<file path="src/rtl/core/fas_pkg.sv">
`timescale 1ns / 1ps
// Shared constants, codes and structure types of the frame animation sequencer.
package fas_pkg;

   // Table size and field widths.
   localparam int MAX_FRAMES   = 256;
   localparam int FRAME_W      = 8;
   localparam int COUNT_W      = 9;
   localparam int OP_W         = 3;
   localparam int DELTA_W      = 24;
   localparam int UNITS_W      = 16;
   localparam int SPEED_W      = 16;
   localparam int UNIT_MS_W    = 10;
   localparam int Q_FRAC       = 8;

   // Time arithmetic widths in Q.8 milliseconds, except whole-ms durations and the step counter.
   localparam int ELAPSED_W    = 48;
   localparam int SUM_W        = ELAPSED_W + 1;
   localparam int PROD_W       = DELTA_W + SPEED_W;
   localparam int DUR_UNITS_W  = UNITS_W + UNIT_MS_W;
   localparam int DUR_W        = DUR_UNITS_W + Q_FRAC;
   localparam int LAP_W        = DUR_W + FRAME_W;
   localparam int TRIAL_W      = LAP_W + 1;
   localparam int DIV_CNT_W    = $clog2(ELAPSED_W);

   // Register port.
   localparam int CSR_ADDR_W   = 5;
   localparam int CSR_DATA_W   = 32;
   localparam int CSR_IDX_W    = CSR_ADDR_W - 2;

   localparam logic [COUNT_W-1:0] MAX_COUNT   = COUNT_W'(MAX_FRAMES);
   localparam logic [SPEED_W-1:0] SPEED_MIN   = SPEED_W'(3);

   typedef enum logic [OP_W-1:0] {
      OP_TICK      = 3'd0,
      OP_STEP_FWD  = 3'd1,
      OP_STEP_BACK = 3'd2,
      OP_PLAY      = 3'd3,
      OP_PAUSE     = 3'd4,
      OP_LOAD      = 3'd5
   } op_type;

   typedef enum logic [CSR_IDX_W-1:0] {
      REG_FRAME_COUNT = 3'd0,
      REG_LOOP_STEP   = 3'd1,
      REG_LOOPING     = 3'd2,
      REG_SPEED_Q8    = 3'd3,
      REG_UNIT_MS     = 3'd4
   } reg_idx_type;

   typedef struct packed {
      logic [COUNT_W-1:0]   frame_count;
      logic [COUNT_W-1:0]   loop_step;
      logic                 looping;
      logic [SPEED_W-1:0]   speed_q8;
      logic [UNIT_MS_W-1:0] unit_ms;
   } cfg_type;

   localparam cfg_type CFG_RESET = '{
      frame_count: '0,
      loop_step:   '0,
      looping:     1'b0,
      speed_q8:    SPEED_W'(256),
      unit_ms:     UNIT_MS_W'(20)
   };

   // Commands from the controller to the datapath.
   typedef struct packed {
      logic latch;
      logic set_play;
      logic clr_play;
      logic ram_we;
      logic step_back;
      logic step_fwd;
      logic tick_mul;
      logic tick_add;
      logic dur_load;
      logic lap_sel;
      logic consume;
      logic lap_clear;
      logic lap_acc;
      logic div_init;
      logic div_step;
      logic rsp_load;
   } dp_cmd_type;

   // Status from the datapath to the controller.
   typedef struct packed {
      op_type op;
      logic   count_zero;
      logic   play;
      logic   dur_ge;
      logic   adv_ok;
      logic   looping;
      logic   reduced;
      logic   lap_last;
      logic   div_last;
   } dp_status_type;

endpackage

</file>
<file path="src/rtl/core/fas_regs.sv">
`timescale 1ns / 1ps
// Configuration register file behind the APB-style port.
module fas_regs (
   input  logic                            clock,
   input  logic                            reset,
   input  logic                            psel,
   input  logic                            penable,
   input  logic                            pwrite,
   input  logic [fas_pkg::CSR_ADDR_W-1:0]  paddr,
   input  logic [fas_pkg::CSR_DATA_W-1:0]  pwdata,
   output logic [fas_pkg::CSR_DATA_W-1:0]  prdata,
   output logic                            pready,
   output fas_pkg::cfg_type                cfg
);
   import fas_pkg::*;

   cfg_type     cfg_ff, cfg_in;
   reg_idx_type idx;
   logic        wr;

   assign idx    = reg_idx_type'(paddr[CSR_ADDR_W-1:2]);
   assign wr     = psel && penable && pwrite;
   assign pready = 1'b1;
   assign cfg    = cfg_ff;

   always_comb begin
      cfg_in = cfg_ff;
      if (wr) begin
         unique case (idx)
            REG_FRAME_COUNT: cfg_in.frame_count = pwdata[COUNT_W-1:0];
            REG_LOOP_STEP:   cfg_in.loop_step   = pwdata[COUNT_W-1:0];
            REG_LOOPING:     cfg_in.looping     = pwdata[0];
            REG_SPEED_Q8:    cfg_in.speed_q8    = pwdata[SPEED_W-1:0];
            REG_UNIT_MS:     cfg_in.unit_ms     = pwdata[UNIT_MS_W-1:0];
            default:         cfg_in = cfg_ff;
         endcase
      end
   end

   always_comb begin
      unique case (idx)
         REG_FRAME_COUNT: prdata = CSR_DATA_W'(cfg_ff.frame_count);
         REG_LOOP_STEP:   prdata = CSR_DATA_W'(cfg_ff.loop_step);
         REG_LOOPING:     prdata = CSR_DATA_W'(cfg_ff.looping);
         REG_SPEED_Q8:    prdata = CSR_DATA_W'(cfg_ff.speed_q8);
         REG_UNIT_MS:     prdata = CSR_DATA_W'(cfg_ff.unit_ms);
         default:         prdata = '0;
      endcase
   end

   always_ff @(posedge clock) begin
      if (reset) begin
         cfg_ff <= CFG_RESET;
      end else begin
         cfg_ff <= cfg_in;
      end
   end
endmodule

</file>
<file path="config.mk">
export PLATFORM = sky130hd
export DESIGN_NAME = fas_regs
export DESIGN_NICKNAME = d
export VERILOG_FILES = /design/src/rtl/core/fas_pkg.sv /design/src/rtl/core/fas_regs.sv
export SDC_FILE = /design/constraint.sdc
export NUM_CORES = 1
export LEC_CHECK = 0
export ABC_AREA = 0
export BUFFER_PORTS_ARGS = -buffer_cell sky130_fd_sc_hd__buf_2
export CAP_MARGIN = 20
export CORE_MARGIN = 2
export CORE_UTILIZATION = 41
export DETAILED_ROUTE_END_ITERATION = 8
export MAX_ROUTING_LAYER = met4
export PLACE_DENSITY = 0.73
export RECOVER_POWER = 25
export SLEW_MARGIN = 20
export SYNTH_ARGS = -nofsm -noshare
export SYNTH_HDL_FRONTEND = slang
export SYNTH_SLANG_ARGS = --single-unit
</file>
<file path="constraint.sdc">
create_clock -name clock -period 0.8 [get_ports clock]
set_input_delay 0 -clock clock [delete_from_list [all_inputs] [get_ports clock]]
set_output_delay 0 -clock clock [all_outputs]
set_load 0.02 [all_outputs]
</file>
=== Word-level counts from Yosys, hierarchy flattened ===
Cells that the tools add are included.

* Register bits: 45
* Input bits: 42
* Output and inout bits: 78
* Logic and storage cells: 18

* Eq/ne operators: 4
* Multiplexer cells: 1
* Reduce and logical (&&, ||, !) cells: 8

{| class="wikitable"
|+ Operator list
! cell !! number
|-
| 16-bit case mux with 5 select lines || 1
|-
| 2-bit AND reduction || 5
|-
| 3-bit by 2-bit equality test with 1-bit output, second input constant || 2
|-
| 3-bit by 1-bit equality test with 1-bit output, second input constant || 1
|-
| 3-bit equality test, second input constant || 1
|-
| 3-bit zero test || 1
|-
| 1-bit logical AND || 2
|}

=== Longest topological paths before layout ===
* Depth after elaboration: 3
* Depth in mapped cells: 6
* Mapped depth without buffers: 3

=== Least setup slack after synthesis ===
Ideal clock, no wire load.

* Kind: register to output
* Start point: register cfg_ff (netlist bit cfg[0])
* End point: output prdata[0] (netlist bit)
* Arrival: 1.062 ns
* Data required time: 0.800 ns
* Slack: -0.262 ns
* Cell stages (with the launch flop): 3
* Buffers on the path: 0
* Cells stage by stage: dfxtp_1 > nand2_1 > o31ai_1

* Longest elaborated chain between the ends: 1

{| class="wikitable"
|+ RTL lines
! element !! line !! RTL
|-
| start, declared || fas_regs.sv:17 || <nowiki>cfg_type cfg_ff, cfg_in;</nowiki>
|-
| start signal, assigned || fas_regs.sv:55 || <nowiki>cfg_ff <= cfg_in;</nowiki>
|-
| 16-bit case mux with 5 select lines || fas_regs.sv:41 || <nowiki>unique case (idx)</nowiki>
|-
| end, declared || fas_regs.sv:11 || <nowiki>output logic [fas_pkg::CSR_DATA_W-1:0] prdata,</nowiki>
|}

Every way passes these cells.

=== Worst setup path after layout ===
* Start point: register cfg_ff (netlist bit cfg[10])
* End point: output prdata[0] (netlist bit)

The elaborated chain is that of the path after synthesis.

==> impl_metrics.xml <==
<?xml version="1.0" encoding="UTF-8"?>
<metrics>
  <group name="finish">
    <metric name="drive_gt1_share" unit="%">53.8</metric>
    <metric name="layout.cells.non_filler" unit="">468</metric>
    <metric name="area.growth.synth_to_final" unit="%">71.5</metric>
    <metric name="antenna_cells_inserted" unit="">0</metric>
    <metric name="filler_cell_count" unit="">400</metric>
    <metric name="area.sequential" unit="um2">997</metric>
    <metric name="final_core_utilization" unit="%">72.8</metric>
    <metric name="nets" unit="">437</metric>
    <metric name="largest_register_ff_count" unit="">45</metric>
    <metric name="multiInputGateArea" unit="um2">1370</metric>
  </group>
  <group name="routing">
    <metric name="drc_errors" unit="">0</metric>
    <metric name="drt_iter0_drc" unit="">149</metric>
    <metric name="vias_per_cell" unit="">5.08</metric>
    <metric name="drt-total-wl" unit="mm">7.63</metric>
    <metric name="route.detailed.wl_per_inst" unit="um">16.3</metric>
    <metric name="antenna_left" unit="">0</metric>
    <metric name="dr.pass1.iters" unit="">4</metric>
    <metric name="route.vias.total" unit="">2377</metric>
  </group>
  <group name="pwr">
    <metric name="seq_power_share" unit="%">47.2</metric>
    <metric name="irDropWorstVdd" unit="V">0.000986</metric>
    <metric name="p_total" unit="uW">4700</metric>
    <metric name="p_comb_share" unit="%">16.0</metric>
    <metric name="internal_power" unit="uW">3490</metric>
    <metric name="net-switching-power" unit="uW">1210</metric>
    <metric name="p_clk_share" unit="%">36.8</metric>
    <metric name="power_per_cell_area" unit="nW/um2">1160</metric>
    <metric name="switching_fraction" unit="%">25.8</metric>
    <metric name="leakagePower" unit="uW">0.00182</metric>
  </group>
  <group name="yosys">
    <metric name="post_synth_main_area_contributors" unit="">sky130_fd_sc_hd__dfxtp_1 (38%), sky130_fd_sc_hd__mux2i_1 (16%), sky130_fd_sc_hd__nand2b_1 (10%)</metric>
    <metric name="ys.flop_type" unit="">sky130_fd_sc_hd__dfxtp_1</metric>
    <metric name="synthMostInstantiatedCell" unit="">sky130_fd_sc_hd__dfxtp_1</metric>
    <metric name="yosysTopAreaCellShare" unit="%">38.3</metric>
    <metric name="post_synth_inst_count" unit="">262</metric>
    <metric name="synth.cell_area" unit="um2">2350</metric>
    <metric name="yosysSeqAreaShare" unit="%">38.3</metric>
    <metric name="syn-mean-instance-area" unit="um2">8.98</metric>
    <metric name="netlist-cell-type-count" unit="">30</metric>
    <metric name="synth_seq_cells" unit="">45</metric>
    <metric name="synth.top_cells.by_count" unit="">sky130_fd_sc_hd__dfxtp_1 (45), sky130_fd_sc_hd__mux2i_1 (38), sky130_fd_sc_hd__nand2b_1 (38)</metric>
    <metric name="synth_edf_count" unit="">0</metric>
    <metric name="synth-async-reset-ratio" unit="%">0</metric>
    <metric name="yosys_warnings" unit="">0</metric>
    <metric name="synthDominantAreaCellType" unit="">sky130_fd_sc_hd__dfxtp_1</metric>
  </group>
  <group name="timing">
    <metric name="maxClockFrequency" unit="MHz">727</metric>
    <metric name="finalHoldViolCount" unit="">0</metric>
    <metric name="final-setup-viol-count" unit="">47</metric>
    <metric name="fin_crit" unit="ns">1.37</metric>
    <metric name="final.setup.worst_slack" unit="ns">-0.575</metric>
    <metric name="grt_setup_unrepaired" unit="">true</metric>
    <metric name="fin_hold_ws" unit="ns">0.0926</metric>
    <metric name="final_min_period_over_clock_period" unit="%">172</metric>
    <metric name="clock_skew" unit="ns">0</metric>
    <metric name="finalMaxSlewViolations" unit="">0</metric>
  </group>
  <group name="setup_path">
    <metric name="critPathLaunchType" unit="">flip-flop</metric>
    <metric name="crit_required" unit="ns">0.80</metric>
    <metric name="crit_arrival" unit="ns">1.37</metric>
    <metric name="timing.setup.critical_path_class" unit="">reg -&gt; out</metric>
    <metric name="worst-path-max-fanout" unit="">2</metric>
    <metric name="regToRegSetupSlack" unit="ns">-0.10</metric>
    <metric name="end_kind" unit="">output pin</metric>
  </group>
  <group name="outcome">
    <metric name="result_of_the_run" unit="">finished, violations left</metric>
    <metric name="violated_checks" unit="">setup timing</metric>
  </group>
  <group name="placement">
    <metric name="finalWeightedCongestion" unit="">0.801</metric>
    <metric name="portBuffers" unit="">84</metric>
    <metric name="placedCellCount" unit="">425</metric>
    <metric name="detailed_place_hpwl" unit="mm">4.62</metric>
  </group>
  <group name="floorplan">
    <metric name="fp.dieH" unit="um">79.7</metric>
    <metric name="dieArea" unit="um2">6360</metric>
    <metric name="core_region_area" unit="um2">5540</metric>
    <metric name="rows" unit="">27</metric>
    <metric name="floorplan.die.width" unit="um">79.7</metric>
    <metric name="design.portCount" unit="">120</metric>
    <metric name="floorplan.initialDensity" unit="%">42.5</metric>
  </group>
  <group name="flow_run">
    <metric name="cap_violations" unit="">0</metric>
  </group>
  <group name="min_path">
    <metric name="worst_hold_path_type" unit="">in -&gt; reg</metric>
  </group>
  <group name="grt">
    <metric name="global_route_usage_over_all_layers" unit="%">23.6</metric>
    <metric name="grt_pass1_wl" unit="mm">11.3</metric>
    <metric name="pin_count_of_the_biggest_net_entering_global_routing" unit="">33</metric>
    <metric name="antenna_violations_before_repair" unit="">0</metric>
    <metric name="grt_overflow_total" unit="">0</metric>
    <metric name="grt_pass1_vias" unit="">2289</metric>
  </group>
  <group name="clock_tree">
    <metric name="clk-insertion-delay-late" unit="ns">0.29</metric>
    <metric name="ctsRootBufferMaster" unit="">sky130_fd_sc_hd__clkbuf_8</metric>
    <metric name="cts_tree" unit="">built</metric>
    <metric name="clk_transition_reported_paths" unit="ns">0.08</metric>
    <metric name="clock_sinks" unit="">45</metric>
    <metric name="htree_num_levels" unit="">2</metric>
    <metric name="cts_made_buffers" unit="">5</metric>
    <metric name="clock_path_buffers" unit="">2</metric>
  </group>
</metrics>
==> cells in the final DEF, fill, tap and decap left out, types with 16 or more instances in the layout <==
master and instances:
sky130_fd_sc_hd__buf_2 23, sky130_fd_sc_hd__buf_4 31, sky130_fd_sc_hd__buf_6 72, sky130_fd_sc_hd__conb_1 17, sky130_fd_sc_hd__dfxtp_2 29, sky130_fd_sc_hd__dfxtp_4 16, sky130_fd_sc_hd__dlygate4sd3_1 16, sky130_fd_sc_hd__mux2i_1 37
sky130_fd_sc_hd__nand2b_1 37, sky130_fd_sc_hd__nand3_1 23
==> cell families after synthesis <==
kind of cell | share of synthesized area, %
AND/OR/NAND/NOR | 23.4
flip-flops | 38.3
AO/OA/AOI/OAI | 11.0
multiplexers | 17.1
buffers and inverters | 9.95
other | 0.319
==> metrics by stage <==
stage	worst slack (ns)	instance area (um2)	TNS [ns]
finish	-0.575	4040	-5.77
global route	-0.620	4040	-7.54
global placement	-0.308	3130	-13.53
floorplan	-0.195	2580	-0.920
detailed placement	-0.336	3130	-14.80
CTS	-0.568	3830	-5.20
==> routing by layer <==
layer | up-vias | track usage [%] | wire length (um)
met5 | - | - | 0
met4 | 0 | 7.29 | 157
met3 | 12 | 3.96 | 443
met2 | 87 | 39.4 | 3860
met1 | 1139 | 29.2 | 3170
li1 | 1139 | - | -
==> worst paths after layout <==
kind	start	cells past startpoint	end
min	reset	3	cfg[23]$_SDFFE_PP0P_
max reg2reg	cfg[10]$_SDFFE_PP0P_	5	cfg[10]$_SDFFE_PP0P_
max	cfg[10]$_SDFFE_PP0P_	4	prdata[0]
min reg2reg	cfg[14]$_SDFFE_PP0P_	2	cfg[14]$_SDFFE_PP0P_
==> final cells by class <==
class | instances | share of cell area (%)
multi-input combinational | 193 | 34.0
clock inverter | 2 | 0.961
tap | 72 | 2.23
sequential | 45 | 24.7
clock buffer | 6 | 1.80
timing repair buffer | 149 | 36.2
inverter | 1 | 0.0930
==> repair_timing <==
item	CTS	global route
hold buffers	16	0
gates resized for setup	121	46
pin swaps	8	4
endpoints found under the hold margin	17	0
setup buffers	12	11
setup endpoints to repair	67	70
==> power by group through the flow <==
stage                     Sequential (uW)  Combinational [uW]  Clock, uW
after CTS                            2220                 706       1760
after floorplan                      2290                 406          0
after global routing                 2220                 794       1850
final                                2220                 750       1730
after detailed placement             2270                 609          0
after global placement               2270                 603          0
==> critical path, cell delays in order, from the launching register on <==
cell and delay [ns]:
sky130_fd_sc_hd__dfxtp_2 0.33, sky130_fd_sc_hd__mux4_2 0.47, sky130_fd_sc_hd__nand2_2 0.08, sky130_fd_sc_hd__o31ai_2 0.05
sky130_fd_sc_hd__buf_4 0.15
No activity file was read; power rests on OpenSTA's default activity.
