### src/rtl/core/fas_pkg.sv
`timescale 1ns / 1ps
// Shared constants, codes and structure types of the frame animation sequencer.
package fas_pkg;

   // Table size and field widths.
   localparam int MAX_FRAMES   = 256;
   localparam int FRAME_W      = 8;
   localparam int COUNT_W      = 9;
   localparam int OP_W         = 3;
   localparam int DELTA_W      = 24;
   localparam int UNITS_W      = 16;
   localparam int SPEED_W      = 16;
   localparam int UNIT_MS_W    = 10;
   localparam int Q_FRAC       = 8;

   // Time arithmetic widths in Q.8 milliseconds, except whole-ms durations and the step counter.
   localparam int ELAPSED_W    = 48;
   localparam int SUM_W        = ELAPSED_W + 1;
   localparam int PROD_W       = DELTA_W + SPEED_W;
   localparam int DUR_UNITS_W  = UNITS_W + UNIT_MS_W;
   localparam int DUR_W        = DUR_UNITS_W + Q_FRAC;
   localparam int LAP_W        = DUR_W + FRAME_W;
   localparam int TRIAL_W      = LAP_W + 1;
   localparam int DIV_CNT_W    = $clog2(ELAPSED_W);

   // Register port.
   localparam int CSR_ADDR_W   = 5;
   localparam int CSR_DATA_W   = 32;
   localparam int CSR_IDX_W    = CSR_ADDR_W - 2;

   localparam logic [COUNT_W-1:0] MAX_COUNT   = COUNT_W'(MAX_FRAMES);
   localparam logic [SPEED_W-1:0] SPEED_MIN   = SPEED_W'(3);

   typedef enum logic [OP_W-1:0] {
      OP_TICK      = 3'd0,
      OP_STEP_FWD  = 3'd1,
      OP_STEP_BACK = 3'd2,
      OP_PLAY      = 3'd3,
      OP_PAUSE     = 3'd4,
      OP_LOAD      = 3'd5
   } op_type;

   typedef enum logic [CSR_IDX_W-1:0] {
      REG_FRAME_COUNT = 3'd0,
      REG_LOOP_STEP   = 3'd1,
      REG_LOOPING     = 3'd2,
      REG_SPEED_Q8    = 3'd3,
      REG_UNIT_MS     = 3'd4
   } reg_idx_type;

   typedef struct packed {
      logic [COUNT_W-1:0]   frame_count;
      logic [COUNT_W-1:0]   loop_step;
      logic                 looping;
      logic [SPEED_W-1:0]   speed_q8;
      logic [UNIT_MS_W-1:0] unit_ms;
   } cfg_type;

   localparam cfg_type CFG_RESET = '{
      frame_count: '0,
      loop_step:   '0,
      looping:     1'b0,
      speed_q8:    SPEED_W'(256),
      unit_ms:     UNIT_MS_W'(20)
   };

   // Commands from the controller to the datapath.
   typedef struct packed {
      logic latch;
      logic set_play;
      logic clr_play;
      logic ram_we;
      logic step_back;
      logic step_fwd;
      logic tick_mul;
      logic tick_add;
      logic dur_load;
      logic lap_sel;
      logic consume;
      logic lap_clear;
      logic lap_acc;
      logic div_init;
      logic div_step;
      logic rsp_load;
   } dp_cmd_type;

   // Status from the datapath to the controller.
   typedef struct packed {
      op_type op;
      logic   count_zero;
      logic   play;
      logic   dur_ge;
      logic   adv_ok;
      logic   looping;
      logic   reduced;
      logic   lap_last;
      logic   div_last;
   } dp_status_type;

endpackage

### src/rtl/core/fas_ctrl.sv
`timescale 1ns / 1ps
// Sequencing state machine of the frame animation sequencer.
module fas_ctrl (
   input  logic                   clock,
   input  logic                   reset,
   input  logic                   req_valid,
   output logic                   req_ready,
   output logic                   rsp_valid,
   input  logic                   rsp_ready,
   input  fas_pkg::dp_status_type status,
   output fas_pkg::dp_cmd_type    cmd
);
   import fas_pkg::*;

   typedef enum logic [11:0] {
      S_IDLE     = 12'b0000_0000_0001,
      S_DISPATCH = 12'b0000_0000_0010,
      S_TMUL     = 12'b0000_0000_0100,
      S_TADD     = 12'b0000_0000_1000,
      S_FADDR    = 12'b0000_0001_0000,
      S_FMUL     = 12'b0000_0010_0000,
      S_FCMP     = 12'b0000_0100_0000,
      S_LADDR    = 12'b0000_1000_0000,
      S_LMUL     = 12'b0001_0000_0000,
      S_LACC     = 12'b0010_0000_0000,
      S_DIV      = 12'b0100_0000_0000,
      S_DONE     = 12'b1000_0000_0000
   } state_type;

   state_type state_ff, state_in;
   logic      rsp_valid_ff, rsp_valid_in;
   logic      rsp_free;

   assign req_ready = (state_ff == S_IDLE);
   assign rsp_valid = rsp_valid_ff;
   assign rsp_free  = !rsp_valid_ff || rsp_ready;

   always_comb begin
      state_in = state_ff;
      cmd      = '0;
      unique case (state_ff)
         S_IDLE: begin
            if (req_valid) begin
               cmd.latch = 1'b1;
               state_in  = S_DISPATCH;
            end
         end
         S_DISPATCH: begin
            state_in = S_DONE;
            unique case (status.op)
               OP_TICK: begin
                  if (status.play && !status.count_zero) begin
                     state_in = S_TMUL;
                  end
               end
               OP_STEP_FWD:  cmd.step_fwd  = !status.count_zero;
               OP_STEP_BACK: cmd.step_back = !status.count_zero;
               OP_PLAY:      cmd.set_play  = 1'b1;
               OP_PAUSE:     cmd.clr_play  = 1'b1;
               OP_LOAD:      cmd.ram_we    = 1'b1;
               default:      state_in      = S_DONE;
            endcase
         end
         S_TMUL: begin
            cmd.tick_mul = 1'b1;
            state_in     = S_TADD;
         end
         S_TADD: begin
            cmd.tick_add = 1'b1;
            state_in     = S_FADDR;
         end
         S_FADDR: begin
            state_in = S_FMUL;
         end
         S_FMUL: begin
            cmd.dur_load = 1'b1;
            state_in     = S_FCMP;
         end
         S_FCMP: begin
            if (!status.dur_ge) begin
               state_in = S_DONE;
            end else begin
               cmd.consume = 1'b1;
               priority if (status.adv_ok) begin
                  state_in = S_FADDR;
               end else if (!status.looping) begin
                  state_in = S_DONE;
               end else if (!status.reduced) begin
                  cmd.lap_clear = 1'b1;
                  state_in      = S_LADDR;
               end else begin
                  state_in = S_FADDR;
               end
            end
         end
         S_LADDR: begin
            cmd.lap_sel = 1'b1;
            state_in    = S_LMUL;
         end
         S_LMUL: begin
            cmd.lap_sel  = 1'b1;
            cmd.dur_load = 1'b1;
            state_in     = S_LACC;
         end
         S_LACC: begin
            cmd.lap_acc = 1'b1;
            if (status.lap_last) begin
               cmd.div_init = 1'b1;
               state_in     = S_DIV;
            end else begin
               state_in = S_LADDR;
            end
         end
         S_DIV: begin
            cmd.div_step = 1'b1;
            if (status.div_last) begin
               state_in = S_FADDR;
            end
         end
         S_DONE: begin
            if (rsp_free) begin
               cmd.rsp_load = 1'b1;
               state_in     = S_IDLE;
            end
         end
         default: state_in = S_IDLE;
      endcase
   end

   always_comb begin
      rsp_valid_in = rsp_valid_ff;
      if (cmd.rsp_load) begin
         rsp_valid_in = 1'b1;
      end else if (rsp_ready) begin
         rsp_valid_in = 1'b0;
      end
   end

   always_ff @(posedge clock) begin
      if (reset) begin
         state_ff     <= S_IDLE;
         rsp_valid_ff <= 1'b0;
      end else begin
         state_ff     <= state_in;
         rsp_valid_ff <= rsp_valid_in;
      end
   end

`ifndef SYNTH
   a_accept_dispatch: assert property (@(posedge clock) disable iff (reset)
      (req_valid && req_ready) |=> (state_ff == S_DISPATCH))
      else $error("accepted item did not move to dispatch");

   a_rsp_from_done: assert property (@(posedge clock) disable iff (reset)
      $rose(rsp_valid_ff) |-> $past(state_ff == S_DONE))
      else $error("response raised outside the done state");
`endif
endmodule

### config.mk
export PLATFORM = sky130hd
export DESIGN_NAME = fas_ctrl
export DESIGN_NICKNAME = d
export VERILOG_FILES = /design/src/rtl/core/fas_pkg.sv /design/src/rtl/core/fas_ctrl.sv
export SDC_FILE = /design/constraint.sdc
export NUM_CORES = 1
export LEC_CHECK = 0
export ABC_AREA = 1
export ABC_CLOCK_PERIOD_IN_PS = 3300
export BUFFER_PORTS_ARGS = -buffer_cell sky130_fd_sc_hd__buf_2
export CORE_ASPECT_RATIO = 0.9
export CORE_MARGIN = 2
export CORE_UTILIZATION = 53
export CTS_CLUSTER_DIAMETER = 100
export DETAILED_ROUTE_END_ITERATION = 8
export PLACE_DENSITY_LB_ADDON = 0.2
export SLEW_MARGIN = 20
export SYNTH_ARGS = -nofsm -noshare
export SYNTH_HDL_FRONTEND = slang
export SYNTH_SLANG_ARGS = --single-unit
export TNS_END_PERCENT = 20
### constraint.sdc
create_clock -name clock -period 3.3 [get_ports clock]
set_input_delay 0.165 -clock clock [delete_from_list [all_inputs] [get_ports clock]]
set_output_delay 0.165 -clock clock [all_outputs]
set_load 0.05 [all_outputs]
Word level (Yosys, flattened, before mapping)

Index checks and enable logic that the tools add are counted.

Equal/unequal tests: 20
Reductions and logical operators: 9
Multiplexer cells: 35

Operators by type and width:

| kind                   | count |
|---|---|
| $pmux W12 S12          | 1 |
| $mux W12               | 8 |
| $mux W1                | 20 |
| $eq A12 B1 Y1 const B  | 1 |
| $eq A12 B10 Y1 const B | 1 |
| $eq A12 B11 Y1 const B | 1 |
| $eq A12 B12 Y1 const B | 1 |
| $eq A12 B2 Y1 const B  | 1 |
| $eq A12 B3 Y1 const B  | 1 |
| $eq A12 B4 Y1 const B  | 1 |
| $eq A12 B5 Y1 const B  | 1 |
| $eq A12 B6 Y1 const B  | 1 |
| $eq A12 B7 Y1 const B  | 1 |
| $eq A12 B8 Y1 const B  | 1 |
| $eq A12 B9 Y1 const B  | 1 |
| $mux W11               | 1 |
| $mux W8                | 1 |
| $eq A3 B2 Y1 const B   | 2 |
| $eq A3 B3 Y1 const B   | 2 |
| $mux W2                | 3 |
| $ne A2 B2 Y1 const B   | 3 |
| $mux W5                | 1 |
| $reduce_or A2 Y1       | 2 |
| $eq A3 B1 Y1 const B   | 1 |
| 6 further kinds        | 7 |

Word-level logic and storage cells: 66
Output and inout port bits: 18
Register bits after elaboration: 13
Bits of input ports: 15

Longest topological paths before layout

Gate-level depths: netlist of run 1.

Depth in word-level cells: 5
Depth in mapped cells: 9
Depth with buffers taken out: 9

Worst setup path before layout of run 1

No wires, ideal clock.

Kind: register to output
Start: register state_ff[5]
End: output port cmd[10] (netlist bit)
Stages on the path, launching flop included: 6
Required time: 3.135 ns
Slack: 0.868 ns
Path buffers: 0
Arrival time: 2.267 ns
Path through: dfxtp_1 -> nor2_2 -> nand2_4 -> nor2_8 -> nand2_2 -> nor4_1

RTL lines:

| item                     | line            | source |
|---|---|---|
| start: declaration       | fas_ctrl.sv:30  | `state_type state_ff, state_in;` |
| start signal: assignment | fas_ctrl.sv:144 | `state_ff <= state_in;` |
| end: declaration         | fas_ctrl.sv:11  | `output fas_pkg::dp_cmd_type cmd` |

==> results.json, run 1 <==
{
  "mostFrequentLayoutCells": "buf_2 (32), inv_1 (31), nand2_1 (28)",
  "power-per-cell-area_nw_per_um2": 590,
  "antenna_left": 0,
  "worst_slack_ps": 1420,
  "initialDrtViolationCount": 29,
  "area.growth.synth_to_final_pct": 19.7,
  "outcome": "complete, no violations",
  "synth_seq_cells": 13,
  "fp.dieH_um": 45.0,
  "critical_path.max_fanout": 7,
  "hold_slack_ps": 167,
  "number_of_max_slew_violations_in_the_final_report": 0,
  "min-delay-path-class": "input port to flip-flop",
  "worstMarginPinSlew_ps": 334,
  "drtPass1Iterations": 7,
  "yosys-mux-area-fraction": 0,
  "die_x_um": 49.6,
  "netlist-cell-type-count": 23,
  "xor_and_xnor_area_share_after_synthesis": 0,
  "top_level_ports": 33,
  "synth_top_family_by_area": "simple AND/OR/NAND/NOR gates",
  "critical_path_arrival_ps": 1710,
  "tritoncts": "built",
  "mostFrequentLayoutCell": "buf_2",
  "final-instance-count-excl-fill": 208,
  "start_kind": "flip-flop",
  "clockRootBuffer": "clkbuf_4",
  "routed_wirelength_um": 2200,
  "timing.critical_path.cells": "inv_1, nand2_1, nor3_1, nand2_2, nor4_1, buf_2",
  "clk_pin_slew_ps": 80,
  "endpoint_kind": "output pin",
  "synth-warning-count": 0,
  "fmaxAchievable_mhz": 533,
  "synthCells": 150,
  "cp_slowest_cell": "dfxtp_1",
  "tritoncts.num_buffers": 3,
  "cts_hold_buffers": 0,
  "synth_seq_area_share": 0.263,
  "routedWlPerCell_um": 10.6,
  "grt-ovfl-total": 0,
  "clockBufferDepth": 2,
  "final.setup.tns_ps": 0,
  "core_area_um2": 1720,
  "worst_setup_timing_slack_at_the_placement_stage_ps": 1750,
  "grt_pass1_vias": 938,
  "port_buffers": 32,
  "setup_repair_after_global_routing_missed_its_margin": "false",
  "initial_core_util": 0.577,
  "post_cts_resize_count": 0,
  "criticalPathCategory": "flip-flop to output pin",
  "post_detail_place_hpwl_um": 1780,
  "gp_routability_congestion": 0.815,
  "insertion_delay_ps": 280,
  "cts_sinks": 13,
  "hold_viol_final": 0,
  "cts.htree.levels": 1,
  "synth_adder_area_share": 0,
  "total_leakage_power_nw": 0.706,
  "finalCriticalPeriod_ps": 1880,
  "setup-violations-final": 0,
  "synth_compound_area_frac": 0.0405,
  "peakVddDrop_uv": 451,
  "antennaDiodeCount": 0,
  "vias": 1020,
  "grt_pass1_wl_um": 3760,
  "largest_net_degree_at_the_start_of_global_routing": 10,
  "sequential_cell_area_in_the_final_layout_um2": 260,
  "cpPeakStageDelay_ps": 330,
  "drc_viols": 0,
  "viasPerCell": 4.90,
  "final_min_period_over_clock_period": 0.569,
  "antenna_found_initial": 0,
  "nFillCells": 166,
  "drive_gt1_frac": 0.315,
  "synth_area_um2": 990,
  "nets": 200,
  "relSlewSlack": 0.776,
  "finalPower_w": 0.000699,
  "design.die.area_um2": 2230,
  "track_usage": 0.223,
  "multi_input_gate_area_in_the_final_layout_um2": 592,
  "dp.cells": 204,
  "postSynthNetCount": 165,
  "number_of_setup_buffers_added_after_cts": 0,
  "syn_avg_cell_area_um2": 6.60,
  "cp_data_required_time_ps": 3130,
  "placement_row_count": 14,
  "timing.clock.skew_ps": 4.29,
  "maxCapViolCount": 0,
  "synth_simple_gate_area_share": 0.558
}
## final cells by class
type                    count  share of cell area
multi-input cells         104               0.499
repair buffers             32               0.135
clock buffers               4              0.0222
flip-flops and latches     13               0.220
well taps                  24              0.0253
inverters                  31              0.0982
## state kept, by name, indices dropped and copies added (netlist names)
signal and flops:
state_ff 12, rsp_valid 1
## cell usage after synthesis
cell      number  area share
nand3_4        1       0.018
inv_1         31        0.12
clkbuf_8       1       0.014
nor2_2         5       0.032
o21ai_0        1      0.0051
o21bai_1       1      0.0076
nand2_2        4       0.025
nor2_1        27        0.10
nor3_1        10       0.051
nand4_1        2       0.013
nand3b_4       1       0.020
buf_4          1      0.0076
nand2_1       28        0.11
nor2_8         2       0.040
dfxtp_1       13        0.26
a211oi_2       1       0.013
nand3_1        5       0.025
nor4_1         6       0.038
nand3_2        3       0.030
o22ai_1        1      0.0063
nor2_4         2       0.023
o21ai_2        1      0.0089
nand2_4        3       0.034
## kinds of logic after synthesis
group | Yosys count
compound gates | 5
buf+inv | 33
flops | 13
simple gates | 99
## layer usage
| metal | part of all wire | global-route usage | wire length [um] | vias up |
|---|---|---|---|---|
| met5 | 0 | 0 | 0 | - |
| met4 | 0.0091 | 0.100 | 20 | 0 |
| met3 | 0.074 | 0.0298 | 164 | 6 |
| met2 | 0.48 | 0.403 | 1060 | 48 |
| met1 | 0.44 | 0.269 | 959 | 429 |
| li1 | - | - | - | 537 |
## where the power goes
part / leakage, nW / internal [W] / switching, W
logic: 0.585 / 0.000115 / 0.000293
registers: 0.105 / 0.000177 / 0.0000151
clock network: 0.0150 / 0.0000469 / 0.0000532
## worst paths after layout
path / from / to / slack [ps] / cells past startpoint
max: state_ff[3]$_SDFFE_PP0P_ / cmd[12] / 1420 / 6
min: status[1] / state_ff[7]$_SDFFE_PP0P_ / 170 / 4
max reg2reg: state_ff[7]$_SDFFE_PP0P_ / state_ff[7]$_SDFFE_PP0P_ / 1870 / 9
min reg2reg: state_ff[10]$_SDFFE_PP0P_ / state_ff[10]$_SDFFE_PP0P_ / 530 / 2
## stage by stage
stage	util	instance area, um^2
6_report	0.690	1180
5_1_grt	0.690	1180
4_1_cts	0.690	1180
3_5_place_dp	0.675	1160
3_3_place_gp	0.675	1160
2_1_floorplan	-	990
## worst max-delay path: cells and delay by family (launching register included)
| family | cells | cell delay (ps) |
|---|---|---|
| flip-flops | 1 | 330 |
| buffers and inverters | 2 | 410 |
| AND/OR/NAND/NOR | 4 | 690 |
(Power assumes the default switching activity.)
==> run 2, diff against run 1 <==
--- a/config.mk
+++ b/config.mk
@@ -5,12 +5,12 @@
 export SDC_FILE = /design/constraint.sdc
 export NUM_CORES = 1
 export LEC_CHECK = 0
-export ABC_AREA = 1
-export ABC_CLOCK_PERIOD_IN_PS = 3300
+export ABC_AREA = 0
+export ABC_CLOCK_PERIOD_IN_PS = 1900
 export BUFFER_PORTS_ARGS = -buffer_cell sky130_fd_sc_hd__buf_2
 export CORE_ASPECT_RATIO = 0.9
 export CORE_MARGIN = 2
-export CORE_UTILIZATION = 53
+export CORE_UTILIZATION = 48
 export CTS_CLUSTER_DIAMETER = 100
 export DETAILED_ROUTE_END_ITERATION = 8
 export PLACE_DENSITY_LB_ADDON = 0.2
==> constraint.sdc (replaced) <==
create_clock -name clock -period 1.9 [get_ports clock]
set_input_delay 0.095 -clock clock [delete_from_list [all_inputs] [get_ports clock]]
set_output_delay 0.095 -clock clock [all_outputs]
set_load 0.05 [all_outputs]
==> results.json, run 2 <==
{
  "synth_edf_count": 0,
  "track_usage": 0.374,
  "sequential_cell_area_in_the_final_layout_um2": 263,
  "core_area_um2": 1720,
  "criticalPathCategory": "flip-flop to output pin",
  "grt-ovfl-total": 0,
  "reg_with_most_ffs": "state_ff",
  "synth_seq_cells": 13,
  "grt_pass1_wl_um": 6130,
  "postSynthNetCount": 128,
  "failing_checks": "negative setup slack",
  "initial_core_util": 0.526,
  "antenna_found_initial": 0,
  "die_x_um": 49.7,
  "routedWlPerCell_um": 22.3,
  "critical_path_arrival_ps": 2270,
  "ff2ff_setup_slack_ps": -60,
  "clk_pin_slew_ps": 90,
  "register_to_register_path_depth": 4,
  "min_to": "state_ff[10]$_SDFFE_PP0P_",
  "design.die.area_um2": 2250,
  "area.growth.synth_to_final_pct": 73.5,
  "flip_flop_count_of_the_largest_register_after_layout": 12,
  "async_reset_ff_frac": 0,
  "cp_data_required_time_ps": 1800,
  "rr_startpoint": "state_ff[0]$_SDFFE_PP1P_",
  "holdPathStages": 2,
  "critical_path.top_delay_family": "simple AND/OR/NAND/NOR gates",
  "min-delay-path-class": "input port to flip-flop",
  "tritoncts.num_buffers": 3,
  "netlist-cell-type-count": 38,
  "finalCriticalPeriod_ps": 2360,
  "mostFrequentLayoutCells": "buf_4 (30), buf_2 (15), buf_6 (14)",
  "endpoint_kind": "output pin",
  "crit_top_cell": "or4_4",
  "power-per-cell-area_nw_per_um2": 526,
  "cp_slowest_cell": "or4_4",
  "critical_path.max_fanout": 3,
  "worst_setup_timing_slack_at_the_placement_stage_ps": -202,
  "grt_pass1_vias": 1240,
  "switching_power_w": 0.000308,
  "antennaDiodeCount": 0,
  "worst_slack_ps": -460,
  "finalPower_w": 0.000825,
  "placement_row_count": 14,
  "drc_viols": 0,
  "synth_cell_count_leaders": "dfxtp_1 (13), nor2_1 (12), nor3_1 (9)",
  "mostFrequentLayoutCell": "buf_4",
  "power.share.switching": 0.373,
  "drive_gt1_frac": 0.555,
  "initialDrtViolationCount": 134,
  "timing.critical_path.cells": "or4_4, or4_4, nor2_4, nand2_2, nor3_4, buf_6",
  "outcome": "finished, violations left",
  "setup-violations-final": 21,
  "synthDominantAreaCellType": "dfxtp_1",
  "cell_internal_pwr_w": 0.000518,
  "clockBufferDepth": 2,
  "postPlaceCellArea_um2": 1340,
  "final-instance-count-excl-fill": 197,
  "viasPerCell": 6.71,
  "timing.clock.skew_ps": 3.73,
  "yosysMostFrequentCell": "dfxtp_1",
  "number_of_setup_buffers_added_after_cts": 0,
  "clockRootBuffer": "clkbuf_4",
  "synth_area_leaders": "dfxtp_1 (29%), and3_1 (5.5%), nor3_1 (5.0%)",
  "synth-warning-count": 0,
  "port_buffers": 32,
  "fmaxAchievable_mhz": 424,
  "multi_input_gate_area_in_the_final_layout_um2": 731,
  "hold_viol_final": 0,
  "worstMarginPinSlew_ps": 518,
  "cpPeakStageDelay_ps": 600,
  "antenna_left": 0,
  "sequential_group_share_of_total_power": 0.351,
  "yosys.area.top_type_share": 0.288,
  "total_leakage_power_nw": 0.720,
  "dp.cells": 193,
  "nFillCells": 74,
  "nets": 189,
  "fp.dieH_um": 45.2,
  "worstPathBufferInverterCount": 1,
  "timing.rr.end": "state_ff[6]$_SDFFE_PP0P_",
  "maxCapViolCount": 0,
  "final_min_period_over_clock_period": 1.24,
  "cts.htree.levels": 1,
  "gp_routability_congestion": 0.939,
  "synthCells": 113,
  "largest_net_degree_at_the_start_of_global_routing": 10,
  "top_level_ports": 33,
  "vias": 1321,
  "final_instance_area_um2": 1570,
  "synth_seq_area_share": 0.288,
  "min_from": "reset",
  "routed_wirelength_um": 4390,
  "syn_avg_cell_area_um2": 7.99,
  "setup_repair_after_global_routing_missed_its_margin": "true",
  "tritoncts": "built",
  "post_detail_place_hpwl_um": 2260,
  "power.clock.fraction": 0.221,
  "drtPass1Iterations": 5,
  "synth_flop_cell": "dfxtp_1",
  "synth_area_um2": 903,
  "cts_sinks": 13,
  "final.setup.tns_ps": -4480,
  "insertion_delay_ps": 290,
  "peakVddDrop_uv": 620,
  "number_of_max_slew_violations_in_the_final_report": 0,
  "start_kind": "flip-flop",
  "relSlewSlack": 0.651,
  "combinationalPowerShare": 0.428
}
[run 2: worst max path at each step]
| stage | from | to | cells after the start |
|---|---|---|---|
| 2_1_floorplan | state_ff[5]$_SDFFE_PP0P_ | cmd[13] | 5 |
| 3_3_place_gp | state_ff[5]$_SDFFE_PP0P_ | cmd[10] | 6 |
| 3_5_place_dp | state_ff[5]$_SDFFE_PP0P_ | cmd[10] | 6 |
| 4_1_cts | state_ff[8]$_SDFFE_PP0P_ | cmd[10] | 6 |
| 5_1_grt | state_ff[5]$_SDFFE_PP0P_ | cmd[10] | 6 |
| 6_report | state_ff[5]$_SDFFE_PP0P_ | cmd[10] | 6 |
[run 2: cell families after synthesis]
| kind of cell | synth area share |
|---|---|
| xor+xnor | 0.0291 |
| compound gates | 0.130 |
| simple gates | 0.486 |
| buf+inv | 0.0665 |
| flops | 0.288 |
[run 2: cell type report]
class | instances | share of cell area
well taps | 24 | 0.0192
flip-flops and latches | 13 | 0.168
clock buffers | 4 | 0.0168
multi-input cells | 90 | 0.466
inverters | 4 | 0.00958
repair buffers | 62 | 0.321
[run 2: what timing repair did]
action	4_1_cts	5_1_grt
pin swaps	9	6
hold buffers	0	0
gates resized for setup	46	10
setup endpoints to repair	26	26
[run 2: stage by stage]
stage	hold slack, ps	utilization
2_1_floorplan	164	-
3_3_place_gp	366	0.781
3_5_place_dp	377	0.781
4_1_cts	79.8	0.889
5_1_grt	94.3	0.913
6_report	100	0.913
[run 2: power by group through the flow]
stage / logic, W / clock network, W / registers, W
2_1_floorplan: 0.000169 / 0 / 0.000301
3_3_place_gp: 0.000276 / 0 / 0.000294
3_5_place_dp: 0.000282 / 0 / 0.000294
4_1_cts: 0.000323 / 0.000175 / 0.000287
5_1_grt: 0.000367 / 0.000194 / 0.000290
6_report: 0.000353 / 0.000183 / 0.000289
[run 2: layer usage]
| layer | track usage | up-vias | routed length [um] |
|---|---|---|---|
| li1 | - | 540 | - |
| met1 | 0.452 | 591 | 1560 |
| met2 | 0.661 | 141 | 1960 |
| met3 | 0.0695 | 49 | 604 |
| met4 | 0.161 | 0 | 264 |
| met5 | 0 | - | 0 |
